<file path="config.mk">
export PLATFORM = sky130hd
export DESIGN_NAME = mephist_queue
export DESIGN_NICKNAME = d
export VERILOG_FILES = /design/src/rtl/mephist_pkg.sv /design/src/rtl/mephist_queue.sv
export SDC_FILE = /design/constraint.sdc
export NUM_CORES = 1
export LEC_CHECK = 0
export ABC_AREA = 1
export BUFFER_PORTS_ARGS = -buffer_cell sky130_fd_sc_hd__buf_2
export CORE_ASPECT_RATIO = 0.9
export CORE_MARGIN = 5
export CORE_UTILIZATION = 52
export CTS_CLUSTER_DIAMETER = 150
export CTS_CLUSTER_SIZE = 24
export DETAILED_ROUTE_END_ITERATION = 12
export GPL_TIMING_DRIVEN = 0
export MAX_ROUTING_LAYER = met4
export PLACE_DENSITY = 0.76
export SYNTH_ARGS = -nofsm -noshare
export SYNTH_HDL_FRONTEND = slang
export SYNTH_SLANG_ARGS = --single-unit
</file>
<file path="constraint.sdc">
create_clock -name clock -period 3.01 [get_ports clock]
set_clock_uncertainty 0.05 [all_clocks]
set_input_delay 0.1505 -clock clock [delete_from_list [all_inputs] [get_ports clock]]
set_output_delay 0.1505 -clock clock [all_outputs]
set_load 0.05 [all_outputs]
</file>
<file path="src/rtl/mephist_pkg.sv">
// Package for the momentum/energy pair histogram.
// Holds command codes, register indexes and the front-to-back queue entry type.
// No dependencies.
package mephist_pkg;

   typedef enum logic [1:0] {
      CMD_ACCUM = 2'd0,
      CMD_READ  = 2'd1,
      CMD_CLEAR = 2'd2,
      CMD_NONE  = 2'd3
   } cmd_type;

   localparam logic [1:0] REG_G_CUTOFF  = 2'd0;
   localparam logic [1:0] REG_Q_SCALE   = 2'd1;
   localparam logic [1:0] REG_E_SCISSOR = 2'd2;
   localparam logic [1:0] REG_E_SCALE   = 2'd3;

   // One classified operation handed from the front part to the back part.
   // Bins are wide enough for the largest bin counts; the response masks them.
   typedef struct packed {
      logic        hit;     // touch the histogram
      logic        accum;   // increment (else read)
      logic        clear;   // clear after read
      logic        counted;
      logic [11:0] q_bin;
      logic [11:0] e_bin;
   } op_type;

endpackage

</file>
<file path="src/rtl/mephist_queue.sv">
// Two-entry queue between the front and back parts.
// Uses mephist_pkg::op_type.
module mephist_queue (
   input  logic                clock,
   input  logic                reset,
   input  logic                in_valid,
   output logic                in_stall,
   input  mephist_pkg::op_type in_data,
   output logic                out_valid,
   input  logic                out_stall,
   output mephist_pkg::op_type out_data
);

   mephist_pkg::op_type mem_ff [2];
   logic                wr_ff, rd_ff;
   logic [1:0]          cnt_ff;
   logic                push, pop;

   assign in_stall  = cnt_ff == 2'd2;
   assign out_valid = cnt_ff != 2'd0;
   assign out_data  = mem_ff[rd_ff];
   assign push = in_valid && !in_stall;
   assign pop  = out_valid && !out_stall;

   // Pointers and fill count.
   always_ff @(posedge clock) begin
      if (reset) begin
         wr_ff <= 1'b0; rd_ff <= 1'b0; cnt_ff <= 2'd0;
      end else begin
         if (push) wr_ff <= !wr_ff;
         if (pop) rd_ff <= !rd_ff;
         cnt_ff <= cnt_ff + 2'(push) - 2'(pop);
      end
   end

   always_ff @(posedge clock) begin
      if (push) mem_ff[wr_ff] <= in_data;
   end

endmodule

</file>
After elaboration in Yosys (flattened, before gate mapping)
Memory sizes are Yosys's and may differ from the RTL's. A register that Yosys moved wholly into a read port is not among the register bits.
Cells that the tools add are included.
{"block": "totals", "ff_bits": 4, "latchBits": 0, "ram_bits": 56, "romBits": 0, "inputBits": 32, "out_inout_bits": 30, "elab_cells": 18, "n_memories": 1}
{"memory": "mem_ff", "depth": 2, "word_bits": 28, "rd": 1, "rd_clocked_by_memory_dff": 1, "write_ports": 1, "line": "mephist_queue.sv:14", "text": "mephist_pkg::op_type mem_ff [2];"}
{"block": "op_classes", "n_addsub": 2, "multipliers": 0, "div": 0, "magnitude_cmp": 0, "eq_ne": 1, "n_shift": 0, "muxes": 4, "n_bitwise": 0, "reduce_logical": 7}
{"cell": "$logic_not A1 Y1", "count": 4}
{"cell": "$mux W1", "count": 4}
{"cell": "$add A2 B1 Y2", "count": 1}
{"cell": "$eq A2 B2 Y1 const B", "count": 1}
{"cell": "$logic_and A1 B1 Y1", "count": 2}
{"cell": "$reduce_bool A2 Y1", "count": 1}
{"cell": "$sub A2 B1 Y2", "count": 1}

Logic depth before layout (Yosys ltp)
{"block": "logic_depth", "word_depth": 5, "depth_mapped": 11, "ltp_nobuf": 11}

Worst setup path after synthesis
OpenSTA, ideal clock, no wires.
{"block": "synth_timing", "path_kind": "register to register", "start": "register cnt_ff[0]", "end": "memory mem_ff[0][0] (netlist bit) (enable)", "arrival_ns": 1.748, "required_ns": 2.547, "path_slack_ns": 0.799, "stages_incl_launch_ff": 5, "path_buffers": 0, "period_less_slack_ns": 2.211, "path_cell_list": "dfxtp_1 inv_1 nand2_1 nand2_1 nor2_1"}
{"block": "synth_via", "elab_chain_cells": 5}
{"element": "start: declaration", "line": "mephist_queue.sv:16", "text": "logic [1:0] cnt_ff;"}
{"element": "start signal: assignment", "line": "mephist_queue.sv:32", "text": "cnt_ff <= cnt_ff + 2'(push) - 2'(pop);"}
{"element": "$eq A2 B2 Y1", "line": "mephist_queue.sv:19", "text": "assign in_stall = cnt_ff == 2'd2;"}
{"element": "$logic_not A1 Y1", "line": "mephist_queue.sv:22", "text": "assign push = in_valid && !in_stall;"}
{"element": "$logic_and A1 B1 Y1", "line": "mephist_queue.sv:22"}
{"element": "$mux W1", "line": "mephist_queue.sv:37", "text": "if (push) mem_ff[wr_ff] <= in_data;"}
{"element": "$mux W1 (not written as such)", "line": "mephist_queue.sv:37"}
{"element": "end: declaration", "line": "mephist_queue.sv:14"}
No other way between the ends.

Final worst setup path
{"block": "layout_timing", "start": "register cnt_ff[0]", "end": "memory mem_ff[1][20] (netlist bit) (enable)"}
Same word-level chain as after synthesis.

==> results <==
- The total wirelength of the detailed-routed design is 4.51 mm.
- The worst setup path category is flip-flop to flip-flop.
- The slowest stage of the critical path belongs to the cell sky130_fd_sc_hd__inv_1.
- Counting every instance in the synthesized netlist gives 125.
- The count of buffering cells on the critical path with inverters included is 2.
- During I/O placement, the number of pins put on the boundary was 62.
- The global placer's final weighted congestion is roughly 0.68.
- Final hold analysis gives a worst-case slack of roughly 0.076 ns.
- Walking the worst path, the cells encountered are inv_1, nand2_1, nand3_1, inv_1.
- IR analysis of the VDD net gives a maximum drop of 597 uV.
- The worst slew slack as a fraction of its limit is between 20% and 30%.
- The count of H-tree levels built during CTS is 3.
- Entering global routing, the biggest net connects 29 pins.
- The tree is rooted in a sky130_fd_sc_hd__clkbuf_8.
- The required time of the worst setup path is 2.90 ns.
- The latest clock arrival within the worst-skew pair is 0.32 ns.
- The register-to-register setup slack is ~1.0 ns.
- The number of nets in the synthesized netlist is ~160.
- The share of the Yosys chip area taken by registers is roughly three quarters.
- The via count of the first global-routing pass came to 1579.
- The number of antenna violations at the first check in global routing came to 0.
- In the routed design, unresolved DRC markers number 0.
- The pre-CTS setup slack is 1.01 ns.
- The share of the clock period used by the worst path is between 60% and 70%.
- Grouping stages by cell kind, the critical path spends the most delay in buffers and inverters.
- STA classifies the critical path endpoint as a flip-flop.
- The floorplan die area is 6010 sq um.
- The type of element launching the critical path is a flip-flop.
- The final hold violation count came to 0.
- The routed length per placed instance is 15.3 microns.
- The setup slack of the critical path after layout is between 1 and 1.5 ns.
- The global-route wire length before repair is 7.20 mm.
- In this run, the number of DRC markers left after iteration 0 of detailed routing was 92.
- The flow ran to the end, and the final reports show no timing, DRC or antenna violations.
- The most common cell after layout, fill and taps aside is sky130_fd_sc_hd__buf_2.
- The type of the tightest min-delay check is input pin to flip-flop.
- The TritonCTS clock tree is built.
- No sink is reached through more buffers than the 2 on the longest clock path.
- Among the stages of the critical path, the cell type that occurs most often is sky130_fd_sc_hd__inv_1.
- The Yosys warning count is 0.
- The reported leakage power is around 1.3 nW.
- The sequential cells in the finished layout cover a total of about 1800 sq um.
- The maximum single-stage delay on the critical path is approximately 0.82 ns.
- The biggest area contributor in the post-synthesis netlist is sky130_fd_sc_hd__edfxtp_1.
- The final-report setup violation count is 0.
- By area the synthesized netlist is led by sky130_fd_sc_hd__edfxtp_1, sky130_fd_sc_hd__mux2_4, sky130_fd_sc_hd__dfxtp_1.
- The detail-routed via count per cell is 4.77.
- Averaged over all synthesized cells, the footprint is 19.0 sq um.
- The overall die width is ~81 microns.
- The post-CTS setup buffer count is 0.
- The library cells used most frequently in the layout, excluding fill and tap cells, are sky130_fd_sc_hd__buf_2, sky130_fd_sc_hd__edfxtp_1, sky130_fd_sc_hd__dlygate4sd3_1.
- Buffers placed on the I/O ports in this run total a little over 60.
- Counting the buffers created by CTS gives 9.
- After synthesis the netlist holds a flip-flop and latch count of just over 60.
- In the final layout, the share of cells above drive strength 1 is between 40% and 50%.
- At the end of the flow the core is filled with cells to approximately 73%.
- The time the worst path needs with I/O delays and setup is just under 2 ns.
- Once the floorplan was initialized, standard cells occupied 53.5% of the core.
- The area fraction of the dominant cell type after synthesis is 70.9%.
- The final instance area is 3230 sq um.
- Global routing used 17.3% of the available tracks across all layers.
- The layout net count is 261.
- The total negative slack is 0 ns.
- The wire-length estimate of the detail-placed layout is 3.01 mm.
- The remaining antenna violation count is 0.
- The highest clock rate is 510 MHz.
- The post-cts gate resize count is 0.
- Summing all placed instances gives a cell area of 2780 sq um.
- The mapped cell area is 2370 sq um.
- For this run, the detailed router's first-pass iteration total came to 4.
- The critical path data arrival time is between 1.5 and 2 ns.
- The area growth from synthesis to layout is 36.3%.
- Measured along the y axis, the die boundary spans 74.1 microns.
- The via total after detailed routing is 1402.
- The number of antenna diodes in the final layout is 0.
- At the pin with the least slew margin, the transition time is about 1.1 ns.
- The number of sinks on the clock net is roughly 60.
- The multi-input combinational cells in the finished layout cover a total of 507 sq um.
- The number of max-slew violations in the final report is 0.
- Max-cap violations in this run came to 0.
- The worst-path maximum fanout is 28.
- The power density over cell area is 872 nW/um^2.
- Setup repair after global routing left no endpoint under its margin.
- Global routing finished with a remaining overflow of 0.
- The fill cell instance count of the final layout is 305.
- The number of core rows is 23.
- The core region is 4430 sq um.
- The CTS clock-pin slew for the worst setup and hold paths is 0.06 ns.
- The number of distinct library cells after synthesis is 12.
area by class of cell:
cell class                      instances  share of cell area [%]
Buffer                                  3                    1.59
Clock buffer                           10                    3.95
Clock inverter                          6                   0.929
Inverter                                9                    1.05
Multi-Input combinational cell         52                    15.7
Sequential cell                        61                    55.1
Tap cell                               62                    2.40
Timing Repair Buffer                   91                    19.3
flip-flops by register name, indices dropped and copies added (netlist names), named ones only:
register,cells
mem_ff,56
cnt_ff,2
rd_ff,1
wr_ff,1
kinds of logic after synthesis:
| group | after synthesis | share of synthesized area (%) |
|---|---|---|
| multiplexers | 28 | 16.5 |
| adder cells (fa/ha/maj) | 2 | 1.06 |
| flip-flops | 61 | 75.1 |
| AO/OA/AOI/OAI | 2 | 0.422 |
| AND/OR/NAND/NOR | 20 | 3.32 |
| buffers and inverters | 12 | 3.59 |
path summary, 6_finish.rpt:
check	startpoint	end	cells after the start
worst max-delay path	cnt_ff[0]	mem_ff[1][20]	4
worst max register to register	cnt_ff[0]	mem_ff[1][20]	4
worst min-delay path	in_valid	wr_ff	3
worst min register to register	rd_ff	rd_ff	2
synthesized netlist by cell type:
cell	n
sky130_fd_sc_hd__mux2_4	20
sky130_fd_sc_hd__a21oi_1	2
sky130_fd_sc_hd__buf_12	2
sky130_fd_sc_hd__nand2_1	8
sky130_fd_sc_hd__inv_1	9
sky130_fd_sc_hd__buf_6	1
sky130_fd_sc_hd__nor2_1	9
sky130_fd_sc_hd__nand3_1	3
sky130_fd_sc_hd__edfxtp_1	56
sky130_fd_sc_hd__ha_1	2
sky130_fd_sc_hd__mux2_2	8
sky130_fd_sc_hd__dfxtp_1	5
worst min-delay path: cells and delay by family:
kind	cells	cell delay, ns
and+or+nand+nor	1	0.09
AOI/OAI and AO/OA	1	0.07
buffers and inverters	1	0.11
routing by layer:
layer  vias to the layer above  wire (microns)  track usage, %
met2                        46            2400            30.3
met3                         7             231            5.81
li1                        665               -               -
met1                       684            1790            17.6
met5                         -               0               -
met4                         0              78            7.50
stage by stage:
| step | cells | power, mW |
|---|---|---|
| floorplan | 125 | 1.99 |
| global placement | 248 | 2.17 |
| detailed placement | 249 | 2.24 |
| CTS | 294 | 2.84 |
| global route | 294 | 2.94 |
| finish | 294 | 2.82 |
power breakdown:
part,total (mW),switching [mW],internal [mW]
Combinational,1.12,0.745,0.376
Sequential,1.12,0.0442,1.08
Clock,0.575,0.287,0.288
Total,2.82,1.08,1.74
timing repair:
item / CTS / global route
hold endpoints to repair: 57 / 0
endpoints found under the setup margin: 0 / 0
hold buffers: 29 / 0
Power figures use the tool's default switching activity.
