===== src/rtl/mephist_pkg.sv =====
// Package for the momentum/energy pair histogram.
// Holds command codes, register indexes and the front-to-back queue entry type.
// No dependencies.
package mephist_pkg;

   typedef enum logic [1:0] {
      CMD_ACCUM = 2'd0,
      CMD_READ  = 2'd1,
      CMD_CLEAR = 2'd2,
      CMD_NONE  = 2'd3
   } cmd_type;

   localparam logic [1:0] REG_G_CUTOFF  = 2'd0;
   localparam logic [1:0] REG_Q_SCALE   = 2'd1;
   localparam logic [1:0] REG_E_SCISSOR = 2'd2;
   localparam logic [1:0] REG_E_SCALE   = 2'd3;

   // One classified operation handed from the front part to the back part.
   // Bins are wide enough for the largest bin counts; the response masks them.
   typedef struct packed {
      logic        hit;     // touch the histogram
      logic        accum;   // increment (else read)
      logic        clear;   // clear after read
      logic        counted;
      logic [11:0] q_bin;
      logic [11:0] e_bin;
   } op_type;

endpackage


===== src/rtl/mephist_front.sv =====
// Front part: accepts items and computes the target bin of each.
// A sequential datapath with an iterative square root; uses mephist_pkg.
module mephist_front #(
   parameter int Q_BINS = 1024,
   parameter int E_BINS = 512
) (
   input  logic                 clock,
   input  logic                 reset,
   input  logic                 req_valid,
   output logic                 req_stall,
   input  logic [1:0]           req_cmd,
   input  logic signed [15:0]   req_dk_x,
   input  logic signed [15:0]   req_dk_y,
   input  logic signed [15:0]   req_dk_z,
   input  logic signed [4:0]    req_g_x,
   input  logic signed [4:0]    req_g_y,
   input  logic signed [4:0]    req_g_z,
   input  logic signed [19:0]   req_e_upper,
   input  logic signed [19:0]   req_e_lower,
   input  logic [9:0]           req_read_q_bin,
   input  logic [8:0]           req_read_e_bin,
   input  logic [3:0]           g_cutoff,
   input  logic [15:0]          q_scale,
   input  logic signed [19:0]   e_scissor,
   input  logic [15:0]          e_scale,
   output logic                 op_valid,
   input  logic                 op_stall,
   output mephist_pkg::op_type  op_data
);

   typedef enum logic [1:0] {S_IDLE, S_ROOT, S_BIN, S_OUT} state_type;

   state_type          state_ff;
   logic [5:0]         step_ff;
   logic [55:0]        rem_ff;     // radicand being consumed two bits a step
   logic [29:0]        root_ff;
   logic [31:0]        acc_ff;
   logic               ok_ff;
   logic [44:0]        eprod_ff;
   logic               eneg_ff;
   mephist_pkg::op_type op_ff;

   // Shifted axis magnitudes: |dk + G*4096| fits 18 bits.
   function automatic logic [35:0] axis_sq(input logic signed [15:0] dk,
                                           input logic signed [4:0] g);
      logic signed [18:0] v;
      logic [17:0] a;
      begin
         v = 19'(dk) + 19'(signed'({g, 12'd0}));
         a = v[18] ? 18'(-v) : 18'(v);
         axis_sq = a * a;
      end
   endfunction

   function automatic logic g_ok(input logic signed [4:0] g, input logic [3:0] c);
      logic [4:0] a;
      begin
         a = g[4] ? 5'(-g) : 5'(g);
         g_ok = a <= {1'b0, c};
      end
   endfunction

   logic [37:0]        sum_sq;
   logic signed [21:0] e_val;
   logic [31:0]        trial;
   logic [31:0]        rem_top;
   logic [47:0]        qprod;
   logic [19:0]        qb_w;
   logic [28:0]        eb_w;

   assign sum_sq = 38'(axis_sq(req_dk_x, req_g_x)) + 38'(axis_sq(req_dk_y, req_g_y))
                 + 38'(axis_sq(req_dk_z, req_g_z));
   assign e_val  = 22'(req_e_upper) - 22'(e_scissor) - 22'(req_e_lower);
   assign trial  = {root_ff, 2'b01};
   assign rem_top = {acc_ff[29:0], rem_ff[55:54]};
   assign qprod  = {18'd0, root_ff} * {32'd0, q_scale};
   assign qb_w   = qprod[47:28];
   assign eb_w   = eprod_ff[44:16];

   assign req_stall = state_ff != S_IDLE;
   assign op_valid  = state_ff == S_OUT;
   assign op_data   = op_ff;

   // Sequencer: classify, root 28 steps, bin, hand off.
   always_ff @(posedge clock) begin
      if (reset) begin
         state_ff <= S_IDLE;
      end else begin
         unique case (state_ff)
            S_IDLE: if (req_valid) begin
               // The radicand is the sum of squares times 2^16.
               rem_ff  <= {2'b00, sum_sq, 16'd0};
               root_ff <= '0;
               acc_ff  <= '0;
               step_ff <= '0;
               eneg_ff <= e_val[21];
               eprod_ff <= 45'(e_val[20:0]) * 45'(e_scale);
               ok_ff   <= g_ok(req_g_x, g_cutoff) && g_ok(req_g_y, g_cutoff)
                          && g_ok(req_g_z, g_cutoff);
               unique case (mephist_pkg::cmd_type'(req_cmd)) inside
                  mephist_pkg::CMD_ACCUM: begin
                     op_ff    <= '0;
                     state_ff <= S_ROOT;
                  end
                  mephist_pkg::CMD_READ, mephist_pkg::CMD_CLEAR: begin
                     op_ff <= '{hit: 32'(req_read_q_bin) < Q_BINS
                                     && 32'(req_read_e_bin) < E_BINS,
                                accum: 1'b0,
                                clear: req_cmd == mephist_pkg::CMD_CLEAR,
                                counted: 1'b0,
                                q_bin: 12'(req_read_q_bin),
                                e_bin: 12'(req_read_e_bin)};
                     state_ff <= S_OUT;
                  end
                  default: begin
                     op_ff    <= '0;
                     state_ff <= S_OUT;
                  end
               endcase
            end
            S_ROOT: begin
               // Restoring square root, one result bit per cycle.
               rem_ff <= {rem_ff[53:0], 2'b00};
               if (rem_top >= trial) begin
                  acc_ff  <= rem_top - trial;
                  root_ff <= {root_ff[28:0], 1'b1};
               end else begin
                  acc_ff  <= rem_top;
                  root_ff <= {root_ff[28:0], 1'b0};
               end
               step_ff <= step_ff + 6'd1;
               if (step_ff == 6'd27) state_ff <= S_BIN;
            end
            S_BIN: begin
               if (ok_ff && !eneg_ff && 32'(qb_w) < Q_BINS && 32'(eb_w) < E_BINS) begin
                  op_ff.hit     <= 1'b1;
                  op_ff.accum   <= 1'b1;
                  op_ff.counted <= 1'b1;
                  op_ff.q_bin   <= qb_w[11:0];
                  op_ff.e_bin   <= eb_w[11:0];
               end
               state_ff <= S_OUT;
            end
            S_OUT: if (!op_stall) state_ff <= S_IDLE;
            default: state_ff <= S_IDLE;
         endcase
      end
   end

endmodule


===== config.mk =====
export PLATFORM = sky130hd
export DESIGN_NAME = mephist_front
export DESIGN_NICKNAME = d
export VERILOG_FILES = /design/src/rtl/mephist_pkg.sv /design/src/rtl/mephist_front.sv
export SDC_FILE = /design/constraint.sdc
export NUM_CORES = 2
export LEC_CHECK = 0
export ABC_AREA = 1
export BUFFER_PORTS_ARGS = -buffer_cell sky130_fd_sc_hd__buf_2
export CORE_AREA = 2 2 369 408
export DETAILED_ROUTE_END_ITERATION = 8
export DIE_AREA = 0 0 371 410
export GPL_TIMING_DRIVEN = 1
export PLACE_DENSITY = 0.63
export SYNTH_ARGS = -nofsm -noshare
export SYNTH_HDL_FRONTEND = slang
export SYNTH_SLANG_ARGS = --single-unit

===== constraint.sdc =====
create_clock -name clock -period 8.5 [get_ports clock]
set_input_delay 0.425 -clock clock [delete_from_list [all_inputs] [get_ports clock]]
set_output_delay 0.425 -clock clock [all_outputs]
set_load 0.01 [all_outputs]

* After elaboration in Yosys (flattened, before gate mapping)
Cells that the tools add are included.
** Storage, ports and cells
- Bits of input ports :: 184
- Output and inout port bits :: 30
- Bits in registers :: 191
** Cells by class
- Bitwise logic cells :: 1
- $add $sub $neg :: 15
- $mul :: 5
- Equal/unequal tests :: 10
- $lt $le $gt $ge :: 6
- Reduce and logical (&&, ||, !) cells :: 16
- Mux-type cells :: 27
** Operator list (number)
- $pmux W30 S2 :: 2
- $pmux W56 S2 :: 1
- $mul A18 B18 Y36 :: 3
- $mux W30 :: 3
- $mux W28 :: 2
- $mux W56 :: 1
- $add A16 B17 Y18 :: 3
- $mux W18 :: 3
- $neg A18 Y18 :: 3
- $pmux W25 S2 :: 1
- $mul A30 B16 Y46 :: 1
- $add A37 B36 Y38 :: 1
- $add A36 B36 Y37 :: 1
- $mul A21 B16 Y37 :: 1
- $ge A32 B32 Y1 :: 1
- $sub A30 B30 Y30 :: 1
- $mux W25 :: 1
- $sub A21 B20 Y22 :: 1
- $lt A21 B10 Y1 const B :: 1
- $sub A20 B20 Y21 :: 1
- $lt A18 B11 Y1 const B :: 1
- $le A5 B4 Y1 :: 3
- $mux W5 :: 3
- $neg A5 Y5 :: 3
- 19 further kinds :: 38

* Depth between registers and ports, before layout
- Depth after elaboration :: 8
- Mapped depth :: 46
- Depth with buffers taken out :: 44

* Worst setup path before layout
No wires, ideal clock.
- Path kind :: in2reg
- Start point :: in req_dk_z[0]
- End point :: reg rem_ff[48], data pin
- Setup time :: 0.254 ns
- Stages :: 42
- Required time :: 8.246 ns
- Slack :: -0.268 ns
- Arrival time :: 8.515 ns
- Cells stage by stage :: inv_2 buf_1 ha_1 nand3_1 nor2_1 inv_1 nor2_1 nand2_1 nor2_1 o21ai_0 o21ai_1 buf_2 nor2_1 fa_1 inv_1 fa_1 inv_1 fa_1 [6 not listed] fa_1 fa_1 inv_1 fa_1 ha_1 nand2_1 nor2_1 inv_1 nor2_1 inv_1 nor4_1 a21oi_1 o21bai_1 nand2_1 nand2_1 nand2_1 nand3_1 nand2_1
** Between the ends
- Longest elaborated chain between the ends :: 7
** Ends and longest elaborated chain
- start, declared :: RTL line mephist_front.sv:14 : input logic signed [15:0] req_dk_z,
- $add A16 B17 Y18 (*) :: RTL line mephist_front.sv:49 : v = 19'(dk) + 19'(signed'({g, 12'd0}));
- $neg A18 Y18 :: RTL line mephist_front.sv:50 : a = v[18] ? 18'(-v) : 18'(v);
- $mux W18 (*) :: RTL line mephist_front.sv:50
- $mul A18 B18 Y36 (*) :: RTL line mephist_front.sv:51 : axis_sq = a * a;
- $add A37 B36 Y38 (*) :: RTL line mephist_front.sv:72 : + 38'(axis_sq(req_dk_z, req_g_z));
- $mux W56 (*) :: RTL line mephist_front.sv:90 : S_IDLE: if (req_valid) begin
- $pmux W56 S2 (*) :: RTL line mephist_front.sv:89 : unique case (state_ff)
- end signal, assigned :: RTL line mephist_front.sv:92 : rem_ff <= {2'b00, sum_sq, 16'd0};
- end signal, assigned :: RTL line mephist_front.sv:123 : rem_ff <= {rem_ff[53:0], 2'b00};
- end, declared :: RTL line mephist_front.sv:35 : logic [55:0] rem_ff;
Mark *: on every way between the ends. The rest lies on a longest branch, timed or not. The select of a mux whose other input is x is not followed.
A chain may end at the register's enable or synchronous reset.

* Worst setup path in the final report
- Start point :: in req_dk_y[0]
- End point :: reg rem_ff[36], data pin
** Between the ends
- Longest elaborated chain between the ends :: 8
** Ends and longest elaborated chain
- start, declared :: RTL line mephist_front.sv:13 : input logic signed [15:0] req_dk_y,
- $add A16 B17 Y18 (*) :: RTL line mephist_front.sv:49
- $neg A18 Y18 :: RTL line mephist_front.sv:50
- $mux W18 (*) :: RTL line mephist_front.sv:50
- $mul A18 B18 Y36 (*) :: RTL line mephist_front.sv:51
- $add A36 B36 Y37 (*) :: RTL line mephist_front.sv:71 : assign sum_sq = 38'(axis_sq(req_dk_x, req_g_x)) + 38'(axis_sq(req_dk_y, req_g_y))
- $add A37 B36 Y38 (*) :: RTL line mephist_front.sv:72
- $mux W56 (*) :: RTL line mephist_front.sv:90
- $pmux W56 S2 (*) :: RTL line mephist_front.sv:89
Marked as above.

==> results.cfg <==
[floorplan]
number_of_primary_i_o_pins = 214
core_area_um2 = 148600
placementRows = 149
floorplan.initialDensity_pct = 44.60
die-area_um2 = 152100
floorplan.die.width_um = 371
die_h_um = 410

[worst_setup_path]
capture_instance_of_the_worst_register_to_register_path = op_data[21]
timing.critical_path.from = req_dk_y[0]
setup.worst_path.start_class = primary input
worst-setup-path-type = in2reg
setup.worst_path.end_class = register
critical_path_cell_with_the_highest_stage_delay = sky130_fd_sc_hd__fa_1
worst_path_largest_cell_delay_ns = 0.57
worstReg2RegStart = root_ff[27]
setup.worst_path.end = rem_ff[36]
path_max_fanout = 11
timing.critical_path.mode_cell = sky130_fd_sc_hd__fa_1
worstPathRequired_ns = 8.74
flop2flop_setup_slack_ns = 1.25
critPathArrivalTime_ns = 8.74
reg2reg_depth = 26

[place]
hpwl_um = 162300
postPlaceCellArea_um2 = 74750
placement.setup.worst_slack_ns = -0.9685
port_buffers = 213
place.gp.congestion = 0.9535

[status]
outcome = finished, violations left
violations = negative setup slack

[clocking]
clock_sink_count = 158
clock_path_buffers = 2
tritoncts = yes
h_tree_depth = 4
root_buffer = sky130_fd_sc_hd__clkbuf_16
postCtsHoldBufs = 0
worst_setup_hold_path_clk_slew_ns = 0.07
cts_made_buffers = 17
insertion_delay_ns = 0.49

[yosys]
synthDominantAreaCellType = sky130_fd_sc_hd__fa_1
post-synth-top-area-fraction_pct = 43.95
ys_ff_latch = 158
synth.area.top_cells = sky130_fd_sc_hd__fa_1 44%, sky130_fd_sc_hd__inv_1 14%, sky130_fd_sc_hd__ha_1 11%
synth_common_cells = 2386 x sky130_fd_sc_hd__inv_1, 1567 x sky130_fd_sc_hd__nand2_1, 1455 x sky130_fd_sc_hd__fa_1, 747 x sky130_fd_sc_hd__nor2_1, 600 x sky130_fd_sc_hd__ha_1
synth_cell_types = 59
synth-warning-count = 0
synthFlopType = sky130_fd_sc_hd__edfxtp_1
synth_async_sr_flop_share_pct = 0
post_synth_instance_area_um2 = 66270
synth-edff-count = 156
post_syn_instances = 8150
syn-mean-instance-area_um2 = 8.131
synth.yosys.seq_area_share_pct = 7.129
synthMostInstantiatedCell = sky130_fd_sc_hd__inv_1

[finish]
layout.cell_area.non_filler_um2 = 77140
layout-drive-gt1-share_pct = 16.02
relative_area_change_from_synthesis_to_final_layout_pct = 16.40
layout.nets = 11170
finish.utilization_pct = 51.92

[global_route]
antenna_found_initial = 3
grt_max_degree = 79
globalRouteOverflowTotal = 0
number_of_global_route_vias_before_repair = 56650
globalRouteTotalUtil_pct = 25.01
grt_first_pass_wirelength_um = 298800

[sta]
timing.setup.tns_ns = -0.01398
max-slew-margin-rel_pct = 18.05
max_freq_ghz = 0.1175
worst_pin_slew_ns = 1.216
setup_repair_after_global_routing_missed_its_margin = yes
final_hold_viol_count = 0
finalCritPeriodShare_pct = 100.1
post-route-min-period_ns = 8.507
timing.final.ws_setup_ns = -0.007060
finalMaxSlewViolations = 0
timing.clock.skew_ns = 0.02075
setup_viol = 3

[routing]
drt_iter0_markers = 3220
route.vias.total = 53330
routed_wire_length_per_instance_um = 17.00
ant_nets = 0
drt_drc_violations_left = 0
routed_wirelength_um = 185500
viasPerCell = 4.888
drt_pass1_iterations = 8

[flow_run]
timing.max_cap.violations = 0

[min_path]
worstHoldPathType = in2reg
-- cell type report --
class | instances | area, µm²
multi-input cells | 5364 | 52950
clock inverters | 15 | 200.2
fillers | 14210 | 71440
clock buffers | 17 | 425.4
inverters | 2421 | 9114
repair buffers | 972 | 7267
diodes | 1 | 2.502
flip-flops and latches | 158 | 4725
well taps | 1963 | 2456
-- cells in the final DEF, fill, tap and decap left out, types with 120 or more instances in the layout --
| master | Yosys | routed |
|---|---|---|
| sky130_fd_sc_hd__a21oi_1 | 196 | 175 |
| sky130_fd_sc_hd__buf_2 | 47 | 209 |
| sky130_fd_sc_hd__buf_4 | 16 | 701 |
| sky130_fd_sc_hd__edfxtp_1 | 156 | 156 |
| sky130_fd_sc_hd__fa_1 | 1455 | 1424 |
| sky130_fd_sc_hd__ha_1 | 600 | 567 |
| sky130_fd_sc_hd__inv_1 | 2386 | 2343 |
| sky130_fd_sc_hd__nand2_1 | 1567 | 1531 |
| sky130_fd_sc_hd__nand3_1 | 155 | 145 |
| sky130_fd_sc_hd__nor2_1 | 747 | 664 |
| sky130_fd_sc_hd__o21ai_0 | 136 | 120 |
-- kinds of logic (layout without fill, tap and decap cells) --
logic type,Yosys count,count (layout),share of synthesized area [%]
compound gates,494,494,4.295
xor+xnor,130,130,1.831
fa+ha+maj,2055,2055,55.28
buf+inv,2664,3425,15.34
flops,158,158,7.129
other cells,2,39,0.01133
simple gates,2647,2647,16.12
-- worst max-delay path, delay by kind of cell --
| kind | cells | cell delay, ns |
|---|---|---|
| buffers and inverters | 12 | 1.45 |
| XOR/XNOR | 1 | 0.17 |
| AND/OR/NAND/NOR | 8 | 0.90 |
| adder cells (fa/ha/maj) | 11 | 5.08 |
| AO/OA/AOI/OAI | 4 | 0.71 |
-- metrics by stage --
| step | std cells | hold slack [ns] |
|---|---|---|
| after global routing | 10910 | 0.1738 |
| after global placement | 10830 | 0.5029 |
| after detailed placement | 10830 | 0.5046 |
| after CTS | 10890 | 0.1376 |
| final | 10910 | 0.1887 |
| after floorplan | 8186 | 0.4814 |
-- repair_timing --
action                     in CTS  in global routing
buffers inserted               23                 26
resized for setup             114                265
pin swaps                      64                114
setup endpoints to repair      16                 26
-- layer usage --
metal,global-route usage (%),up-vias,routed length [µm]
met5,0,-,7
met4,4.691,2,3511
met3,2.859,207,10340
met2,43.19,1422,92300
met1,34.06,26650,79290
li1,-,25050,-
-- sequential cells by signal (all words and copies together), names as in the netlist --
signal / flops
ok_ff: 1
eprod_ff: 21
eneg_ff: 1
root_ff: 30
state_ff: 2
step_ff: 6
acc_ff: 30
rem_ff: 40
op_data: 27
-- worst min-delay path by stage --
| stage | from | end | slack (ns) | depth (start not counted) |
|---|---|---|---|---|
| global placement | rem_ff[16] | rem_ff[18] | 0.50 | 2 |
| CTS | reset | state_ff[1] | 0.14 | 2 |
| global route | reset | state_ff[1] | 0.17 | 2 |
| detailed placement | rem_ff[17] | rem_ff[19] | 0.50 | 2 |
| floorplan | rem_ff[52] | rem_ff[54] | 0.48 | 2 |
| finish | reset | state_ff[1] | 0.19 | 2 |
Power is not shown: default switching activity piles up to over one toggle a cycle in this logic, so the estimate is an artifact.
